### src/hw/rtl/bkm_pkg.sv
// Shared types and constants for the block key matrix multiplier.
`timescale 1ns / 1ps

package bkm_pkg;

    localparam int ROWS_MAX = 8;
    localparam int WORD_W   = 32;
    localparam int IDX_W    = 3;
    localparam int SIZE_W   = 4;

    localparam logic OP_KEY  = 1'b0;
    localparam logic OP_DATA = 1'b1;

    typedef enum logic [1:0] {
        ST_IDLE,
        ST_ISSUE,
        ST_DRAIN,
        ST_OUT
    } t_state;

    typedef struct packed {
        logic vld;
        logic first;
        logic last;
    } t_mac_ctl;

endpackage

### src/hw/rtl/bkm_mac.sv
// Shared multiply-accumulate unit: registered product, then accumulator.
`timescale 1ns / 1ps

module bkm_mac
    import bkm_pkg::*;
(
    input  logic              i_clk,
    input  logic              i_rst_n,
    input  t_mac_ctl          i_ctl,
    input  logic [WORD_W-1:0] i_a,
    input  logic [WORD_W-1:0] i_b,
    output logic              o_done,
    output logic [WORD_W-1:0] o_acc
);

    t_mac_ctl          r_p_ctl;
    logic [WORD_W-1:0] r_prod;
    logic [WORD_W-1:0] r_acc;
    logic              r_done;

    always_ff @(posedge i_clk) begin
        if (!i_rst_n) begin
            r_p_ctl <= '0;
            r_done  <= 1'b0;
        end else begin
            r_p_ctl <= i_ctl;
            r_done  <= r_p_ctl.vld & r_p_ctl.last;
        end
    end

    // product keeps the low word only (mod 2^32)
    always_ff @(posedge i_clk) begin
        r_prod <= i_a * i_b;
        if (r_p_ctl.vld) begin
            r_acc <= r_p_ctl.first ? r_prod : r_acc + r_prod;
        end
    end

    assign o_done = r_done;
    assign o_acc  = r_acc;

endmodule

### src/hw/rtl/block_key_matrix_multiply.sv
// Top level: key store, column buffer and the row/term sequencer.
// Key write or a data word that leaves its segment open: ready again next cycle.
// A data word that completes a segment starts a pass over eff rows of the key; per
// row, ST_ISSUE feeds the single multiply-accumulate unit (one key word per cycle from
// the key store's one read port), ST_DRAIN waits for the accumulator and ST_OUT holds
// the row result until taken. Ready again the cycle after the last result is taken.
// Reset (i_rst_n low, synchronous): segment count cleared, key_size set to 8; key words
// and buffered data are undefined until written.
`timescale 1ns / 1ps

module block_key_matrix_multiply
    import bkm_pkg::*;
#(
    parameter int MAX_KEY = 8
) (
    input  logic              i_clk,
    input  logic              i_rst_n,
    input  logic              i_cfg_wr_en,
    input  logic [SIZE_W-1:0] i_cfg_wr_data,
    input  logic              i_s_tvalid,
    output logic              o_s_tready,
    input  logic [39:0]       i_s_tdata,   // key_row[2:0], key_col[5:3], value[37:6], zeros
    input  logic              i_s_tuser,   // op
    output logic              o_m_tvalid,
    input  logic              i_m_tready,
    output logic [39:0]       o_m_tdata,   // out_row[2:0], out_value[34:3], zeros
    output logic              o_m_tlast
);

    localparam int LIM      = (MAX_KEY < ROWS_MAX) ? MAX_KEY : ROWS_MAX;
    localparam int KS_DEPTH = MAX_KEY * MAX_KEY;
    localparam int KS_AW    = (KS_DEPTH > 1) ? $clog2(KS_DEPTH) : 1;

    t_state            r_state;
    t_state            n_state;
    logic [SIZE_W-1:0] r_key_size;
    logic [IDX_W-1:0]  r_count;
    logic [IDX_W-1:0]  r_row;
    logic [IDX_W-1:0]  r_k;
    logic [WORD_W-1:0] r_buf [ROWS_MAX];
    logic [WORD_W-1:0] r_mem [KS_DEPTH];
    logic [WORD_W-1:0] r_key_rd;
    logic [WORD_W-1:0] r_s1_buf;
    t_mac_ctl          r_s1;

    logic              s_op;
    logic [IDX_W-1:0]  s_row;
    logic [IDX_W-1:0]  s_col;
    logic [WORD_W-1:0] s_value;
    logic              accept;
    logic              data_acc;
    logic              seg_done;
    logic [SIZE_W-1:0] eff;
    logic [IDX_W-1:0]  size_m1;
    logic              ks_we;
    logic [KS_AW-1:0]  ks_waddr;
    logic              rd_en;
    logic [KS_AW-1:0]  ks_raddr;
    logic              mac_done;
    logic [WORD_W-1:0] mac_acc;

    assign s_op    = i_s_tuser;
    assign s_row   = i_s_tdata[2:0];
    assign s_col   = i_s_tdata[5:3];
    assign s_value = i_s_tdata[37:6];

    // effective size, clamped to 1..LIM
    always_comb begin
        if (r_key_size == '0) begin
            eff = SIZE_W'(1);
        end else if (int'(r_key_size) > LIM) begin
            eff = SIZE_W'(LIM);
        end else begin
            eff = r_key_size;
        end
    end
    assign size_m1 = IDX_W'(eff - SIZE_W'(1));

    assign accept   = i_s_tvalid & o_s_tready;
    assign data_acc = accept & (s_op == OP_DATA);
    assign seg_done = ({1'b0, r_count} + SIZE_W'(1)) >= eff;

    assign ks_we    = accept & (s_op == OP_KEY) & (int'(s_row) < MAX_KEY)
                    & (int'(s_col) < MAX_KEY);
    assign ks_waddr = KS_AW'(int'(s_row) * MAX_KEY + int'(s_col));
    assign rd_en    = (r_state == ST_ISSUE);
    assign ks_raddr = KS_AW'(int'(r_row) * MAX_KEY + int'(r_k));

    always_ff @(posedge i_clk) begin
        if (ks_we) begin
            r_mem[ks_waddr] <= s_value;
        end
        if (rd_en) begin
            r_key_rd <= r_mem[ks_raddr];
        end
    end

    always_ff @(posedge i_clk) begin
        if (data_acc) begin
            r_buf[r_count] <= s_value;
        end
        r_s1_buf <= r_buf[r_k];
    end

    always_ff @(posedge i_clk) begin
        if (!i_rst_n) begin
            r_state    <= ST_IDLE;
            r_key_size <= SIZE_W'(8);
            r_count    <= '0;
            r_row      <= '0;
            r_k        <= '0;
            r_s1       <= '0;
        end else begin
            r_state <= n_state;
            if (i_cfg_wr_en) begin
                r_key_size <= i_cfg_wr_data;
            end
            if (data_acc) begin
                r_count <= seg_done ? '0 : r_count + IDX_W'(1);
                r_row   <= '0;
                r_k     <= '0;
            end
            if (r_state == ST_ISSUE) begin
                r_k <= r_k + IDX_W'(1);
            end
            if ((r_state == ST_OUT) && i_m_tready) begin
                r_row <= r_row + IDX_W'(1);
                r_k   <= '0;
            end
            r_s1.vld   <= rd_en;
            r_s1.first <= (r_k == '0);
            r_s1.last  <= (r_k == size_m1);
        end
    end

    bkm_mac u_mac (
        .i_clk   (i_clk),
        .i_rst_n (i_rst_n),
        .i_ctl   (r_s1),
        .i_a     (r_key_rd),
        .i_b     (r_s1_buf),
        .o_done  (mac_done),
        .o_acc   (mac_acc)
    );

    always_comb begin
        n_state = r_state;
        case (r_state)
            ST_IDLE: begin
                if (data_acc && seg_done) begin
                    n_state = ST_ISSUE;
                end
            end
            ST_ISSUE: begin
                if (r_k == size_m1) begin
                    n_state = ST_DRAIN;
                end
            end
            ST_DRAIN: begin
                if (mac_done) begin
                    n_state = ST_OUT;
                end
            end
            ST_OUT: begin
                if (i_m_tready) begin
                    n_state = (r_row == size_m1) ? ST_IDLE : ST_ISSUE;
                end
            end
            default: begin
                n_state = ST_IDLE;
            end
        endcase
    end

    // accumulator holds its row result until the next row's first product reaches it
    always_comb begin
        o_s_tready = 1'b0;
        o_m_tvalid = 1'b0;
        case (r_state)
            ST_IDLE:  o_s_tready = 1'b1;
            ST_OUT:   o_m_tvalid = 1'b1;
            default: begin
                o_s_tready = 1'b0;
                o_m_tvalid = 1'b0;
            end
        endcase
    end

    assign o_m_tdata = {5'b0, mac_acc, r_row};
    assign o_m_tlast = (r_row == size_m1);

endmodule

### config.mk
export PLATFORM = sky130hd
export DESIGN_NAME = block_key_matrix_multiply
export DESIGN_NICKNAME = d
export VERILOG_FILES = /design/src/hw/rtl/bkm_pkg.sv /design/src/hw/rtl/bkm_mac.sv /design/src/hw/rtl/block_key_matrix_multiply.sv
export SDC_FILE = /design/constraint.sdc
export NUM_CORES = 2
export LEC_CHECK = 0
export BUFFER_PORTS_ARGS = -buffer_cell sky130_fd_sc_hd__buf_4
export CORE_UTILIZATION = 30
export DETAILED_ROUTE_END_ITERATION = 8
export GPL_ROUTABILITY_DRIVEN = 0
export HOLD_SLACK_MARGIN = 0.02
export SLEW_MARGIN = 20
export SYNTH_ARGS = -nofsm -noshare
export SYNTH_HDL_FRONTEND = slang
export SYNTH_SLANG_ARGS = --single-unit
### constraint.sdc
create_clock -name i_clk -period 9.4 [get_ports i_clk]
set_input_delay 1.41 -clock i_clk [delete_from_list [all_inputs] [get_ports i_clk]]
set_output_delay 1.41 -clock i_clk [all_outputs]
set_load 0.1 [all_outputs]
* Yosys cells after proc, flatten, opt, wreduce, memory -nomap -nowiden
Memory sizes are Yosys's and may differ from the RTL's. A register that Yosys moved wholly into a read port is not among the register bits. Index checks and enable logic that the tools add are counted.
Storage, ports and cells: register bits after elaboration 86, bits of input ports 50, output and inout port bits 43, memories 2, memory bits (writable) 2304, logic and storage cells 70
Memories:
- r_mem | depth 64, bits a word 32, read ports 1, clocked after Yosys merged registers in 1, write ports 1, RTL line block_key_matrix_multiply.sv:41 | logic [WORD_W-1:0] r_mem [KS_DEPTH];
- r_buf | depth 8, bits a word 32, read ports 1, clocked after Yosys merged registers in 1, write ports 1, RTL line block_key_matrix_multiply.sv:40 | logic [WORD_W-1:0] r_buf [ROWS_MAX];
Cells by class: equal/unequal tests 9, bitwise gates (word level) 6, muxes and demuxes 19, reductions and logical operators 9, $add $sub $neg 8, $lt $le $gt $ge 2, multiply operators 1
Operators with widths (count):
- $add A32 B32 Y32 | 1
- $mul A32 B32 Y32 | 1
- $mux W32 | 1
- $add A6 B3 Y6 | 2
- $mux W3 | 4
- $add A3 B1 Y3 const B | 3
- $mux W2 | 4
- $mux W4 | 2
- $pmux W2 S4 | 1
- $mux W1 | 7
- $eq A3 B3 Y1 | 2
- $add A3 B1 Y4 const B | 1
- $and A1 B1 Y1 | 4
- $eq A2 B2 Y1 const B | 2
- $ge A4 B4 Y1 | 1
- $gt A4 B4 Y1 const B | 1
- $logic_not A4 Y1 | 1
- $ne A2 B1 Y1 const B | 2
- $ne A2 B2 Y1 const B | 2
- $reduce_and A4 Y1 | 1
- $reduce_bool A2 Y1 | 2
- $logic_not A3 Y1 | 1
- $sub A3 B1 Y3 const B | 1
- $eq A2 B1 Y1 const B | 1
- other kinds (4) | 6

* Logic depth before layout (Yosys ltp)
depth after elaboration 8, depth in mapped cells 27, gate-level depth less buffers 25

* Cells and area by module
Synthesis repeated with hierarchy kept, for this count alone.
Unflattened totals: cells, all modules 6109, area total of the unflattened synthesis 109299.8 um^2
Modules (own cells, without submodules):
- block_key_matrix_multiply | cells each 4020, sequential area each 71148.2 um^2, area an instance 90141.5 um^2, instances 1
- bkm_mac | cells each 2089, sequential area each 1681.6 um^2, area an instance 19158.4 um^2, instances 1

* Worst setup path before layout
Ideal clock, no wire load.
kind register to register, start register r_key_rd[18], read port of r_mem, end register u_mac.r_prod[31], arrival 6.537 ns, setup slack 2.742 ns, cell stages (with the launch flop) 23, library setup time 0.121 ns, clock period less this slack 6.658 ns, path buffers 1, data required time 9.279 ns, path through edfxtp_1 clkbuf_1 and2_1 fa_1 inv_1 fa_1 fa_1 fa_1 inv_1 fa_1 fa_1 fa_1 fa_1 ha_1 a21o_1 a21o_1 a21o_1 a21o_1 a211oi_1 o31a_1 a31o_2 o21ai_1 xnor2_1
Between the ends: longest elaborated chain between the ends 1
RTL lines:
- from (decl) | RTL line block_key_matrix_multiply.sv:42 | logic [WORD_W-1:0] r_key_rd;
- $mul A32 B32 Y32 | RTL line bkm_mac.sv:33 | r_prod <= i_a * i_b;
- to (signal assigned) | RTL line bkm_mac.sv:33
- to (decl) | RTL line bkm_mac.sv:17 | logic [WORD_W-1:0] r_prod;
Every way passes these cells. A chain may end at the register's enable or synchronous reset.

* Worst setup path in the final report
start register r_key_rd[7], read port of r_mem, end register u_mac.r_prod[30]
Same word-level chain as after synthesis.

==> flow_summary.yaml <==
timing:
  max_slew.worst_pin.slew_ps: 1130
  clock_skews_ps: 93.2
  grt_setup_unrepaired: "no"
  finalCriticalPeriod_ps: 7640
  final.setup.worst_slack_ps: 1760
  slew-limit-headroom: 0.247
  final-setup-viol-count: 0
  layout_worst_path_cycle_share: 0.813
  timing.fmax_mhz: 131
  fin_tns_setup_ps: 0
  maxSlewViolCount: 0
  timing.final.hold_violations: 0
clock_tree:
  htreeDepth: 4
  post-cts-setup-buffers: 0
  cts_resized: 0
  number_of_buffers_on_the_longest_clock_path: 4
  number_of_clock_sinks_seen_by_cts: 2454
  clkSlewWorstSetupHoldPaths_ps: 70
  clock_tree.root_cell: "sky130_fd_sc_hd__clkbuf_16"
  cts_tree: "built"
  cts_hold_buf: 0
  worstSkewPairLatency_ps: 910
  tritoncts.num_buffers: 239
setup_path:
  max_stage_delay_ps: 740
  rrSetupSlack_ps: 1760
  worst_path_max_delay_cell: "sky130_fd_sc_hd__edfxtp_1"
  crit_top_cell: "sky130_fd_sc_hd__fa_1"
  worst_path_dominant_cell_family: "adder cells"
  critPathCaptureType: "flop"
  critical_path.cell_chain: "buf_4 > and2_1 > fa_1 > fa_1 > fa_1 > inv_1 > fa_1 > inv_1 > ha_1 > ha_1 > fa_1 > fa_1 > ha_1 > a21o_1 > a21o_1 > a2111oi_0 > a31oi_1 > a41o_1 > o21ai_1 > o21ai_1 > a21oi_1 > xnor2_1"
  worst-r2r-cell-count: 22
  crit_path_max_fanout: 14
  regToRegEndpoint: "u_mac.r_prod[30]$_DFF_P_"
  req_time_crit_path_ps: 10210
  start_kind: "flop"
  signal_arrival_time_at_the_worst_endpoint_ps: 8450
  critical_path_class: "reg -> reg"
  critical_path_buf_inv_count: 3
  rr_startpoint: "r_key_rd[7]$_DFFE_PP_"
  cp-startpoint: "r_key_rd[7]$_DFFE_PP_"
floorplan:
  number_of_primary_i_o_pins: 93
  coreArea_sq_um: 363000
  die_area_sq_um: 367000
  initial_utilization: 0.302
  die_height_um: 606
  dieWidth_um: 606
  floorplan.rows: 221
finish:
  multi_input_comb_area_sq_um: 34200
  area.growth.synth_to_final_pct: 13.4
  drive_above_1_share: 0.234
  num-nets-final: 6463
  final-seq-area_sq_um: 72900
  finish.utilization: 0.342
  final_design_area_no_fill_sq_um: 124000
  nFillCells: 33700
  layout_common_cells: "sky130_fd_sc_hd__edfxtp_1, sky130_fd_sc_hd__mux4_2, sky130_fd_sc_hd__inv_1, sky130_fd_sc_hd__fa_1, sky130_fd_sc_hd__nand2_1"
  mostFrequentLayoutCell: "sky130_fd_sc_hd__edfxtp_1"
logic_synthesis:
  ys_async_rst_share: 0
  syn-cell-area_sq_um: 109000
  ys.flop_type: "sky130_fd_sc_hd__edfxtp_1"
  synth_edf_count: 2368
  synthDistinctLibCells: 63
  synth_cells: 5664
  seq_area_frac_synth: 0.666
  synth-warning-count: 0
  avgSynthCellArea_sq_um: 19.3
  ys_seq_elements: 2454
placement:
  dp_hpwl_mm: 160
  dpl_cell_area_sq_um: 116000
  buffer_ports.inserted: 85
  place_worst_setup_slack_ps: 1800
grt:
  grt_max_degree: 136
  wire_length_of_the_first_global_routing_pass_mm: 399
  globalRoute.totalOverflow: 0
  grt_antenna_before_repair: 23
  grt_pass1_vias: 55900
  global_route.usage.total: 0.151
min_path:
  holdPathEnd: "u_mac.r_p_ctl[2]$_SDFF_PN0_"
  hold_path_startpoint: "r_s1[2]$_SDFF_PN0_"
  worstHoldPathCells: 1
  worst_hold_path_type: "reg -> reg"
status:
  status: "complete, no violations"
routing:
  routed_wire_length_mm: 279
  drt_iter0_markers: 5110
  first_pass_iters: 8
  routed_via_density: 4.94
  vias: 53600
  route.detailed.wl_per_inst_um: 25.7
  ant_nets: 0
  drt_drc_violations_left: 0
run:
  max_cap_violations: 0
[worst max-delay path by stage]
stage | slack [ps] | cells after the start | to
4_1_cts | 1740 | 22 | u_mac.r_prod[30]$_DFF_P_
3_3_place_gp | 1770 | 23 | u_mac.r_prod[30]$_DFF_P_
2_1_floorplan | 2740 | 22 | u_mac.r_prod[31]$_DFF_P_
3_5_place_dp | 1800 | 21 | u_mac.r_prod[30]$_DFF_P_
5_1_grt | 1280 | 22 | u_mac.r_prod[30]$_DFF_P_
6_report | 1760 | 22 | u_mac.r_prod[30]$_DFF_P_
[registers in the layout (all words and copies together), names as in the netlist, 4 cells and up]
signal        count
r_buf           256
r_s1_buf         32
r_key_size        4
r_key_rd         32
u_mac.r_prod     32
r_mem          2048
u_mac.o_acc      32
[synthesized netlist by cell type, drive strengths merged (3+ instances only)]
cell / instances / area share
a211oi: 10 / 0.00069
o31a: 4 / 0.00032
mux2i: 12 / 0.0011
o31ai: 5 / 0.00034
o22ai: 4 / 0.00023
and2: 287 / 0.016
o21a: 16 / 0.0011
clkbuf: 190 / 0.0065
a31oi: 5 / 0.00029
and3: 6 / 0.00034
nor2b: 6 / 0.00034
nand3b: 6 / 0.00041
inv: 424 / 0.015
or3: 5 / 0.00029
fa: 409 / 0.075
xnor2: 83 / 0.0067
o211ai: 4 / 0.00027
nand2b: 9 / 0.00052
nor4: 3 / 0.00017
nor4b: 4 / 0.00032
o21ai: 55 / 0.0025
nand3: 22 / 0.0010
dfxtp: 86 / 0.016
buf: 97 / 0.0049
mux4: 730 / 0.15
a21oi: 48 / 0.0022
nand2: 326 / 0.011
o21bai: 5 / 0.00034
edfxtp: 2368 / 0.65
mux2: 41 / 0.0042
a21o: 27 / 0.0019
o221ai: 3 / 0.00024
xor2: 35 / 0.0028
nor3b: 4 / 0.00027
nand4: 4 / 0.00023
ha: 167 / 0.019
nor3: 15 / 0.00069
nor2: 112 / 0.0038
[metal layers]
metal | wire, um | global-route usage | vias up
li1 | - | - | 22200
met1 | 116000 | 0.202 | 29300
met2 | 137000 | 0.253 | 1706
met3 | 18300 | 0.0256 | 349
met4 | 7270 | 0.0390 | 14
met5 | 103 | 0 | -
[cells by family (layout without fill, tap and decap cells)]
kind of cell             after synthesis  count (layout)  share of synthesized area
XOR/XNOR                             118             118                    0.00945
other                                  1              31                  0.0000343
buffers and inverters                711            1068                     0.0260
AND/OR/NAND/NOR                      816             816                     0.0366
multiplexers                         783             783                      0.156
AO/OA/AOI/OAI                        205             205                     0.0119
flip-flops                          2454            2454                      0.666
adder cells (fa/ha/maj)              576             576                     0.0940
[worst reg2reg max path, cell delays in order (launching register included)]
cell                        delay [ps]
sky130_fd_sc_hd__edfxtp_1          740
sky130_fd_sc_hd__buf_4             380
sky130_fd_sc_hd__and2_1            200
sky130_fd_sc_hd__fa_1              440
sky130_fd_sc_hd__fa_1              500
sky130_fd_sc_hd__fa_1              510
sky130_fd_sc_hd__inv_1              50
sky130_fd_sc_hd__fa_1              470
sky130_fd_sc_hd__inv_1              40
sky130_fd_sc_hd__ha_1              260
sky130_fd_sc_hd__ha_1              310
sky130_fd_sc_hd__fa_1              520
sky130_fd_sc_hd__fa_1              430
sky130_fd_sc_hd__ha_1              380
sky130_fd_sc_hd__a21o_1            210
sky130_fd_sc_hd__a21o_1            190
sky130_fd_sc_hd__a2111oi_0         550
sky130_fd_sc_hd__a31oi_1           350
sky130_fd_sc_hd__a41o_1            390
sky130_fd_sc_hd__o21ai_1           230
sky130_fd_sc_hd__o21ai_1            90
sky130_fd_sc_hd__a21oi_1           170
sky130_fd_sc_hd__xnor2_1           130
[cell type report]
cell class              instances  share of cell area
diodes                         26            0.000525
repair buffers                215              0.0138
well taps                    4794              0.0484
flip-flops and latches       2454               0.588
inverters                     424              0.0128
clock inverters               140              0.0109
clock buffers                 289              0.0501
multi-input cells            2503               0.276
[stage by stage]
step / hold slack (ps) / std cells
after global placement: 418 / 10400
after detailed placement: 426 / 10400
final: 436 / 10800
after CTS: 439 / 10800
after global routing: 456 / 10800
after floorplan: 412 / 5668
Power is left out: the tool's default activity adds up to more than one toggle a clock period on the data nets, which glitch-free logic cannot reach.
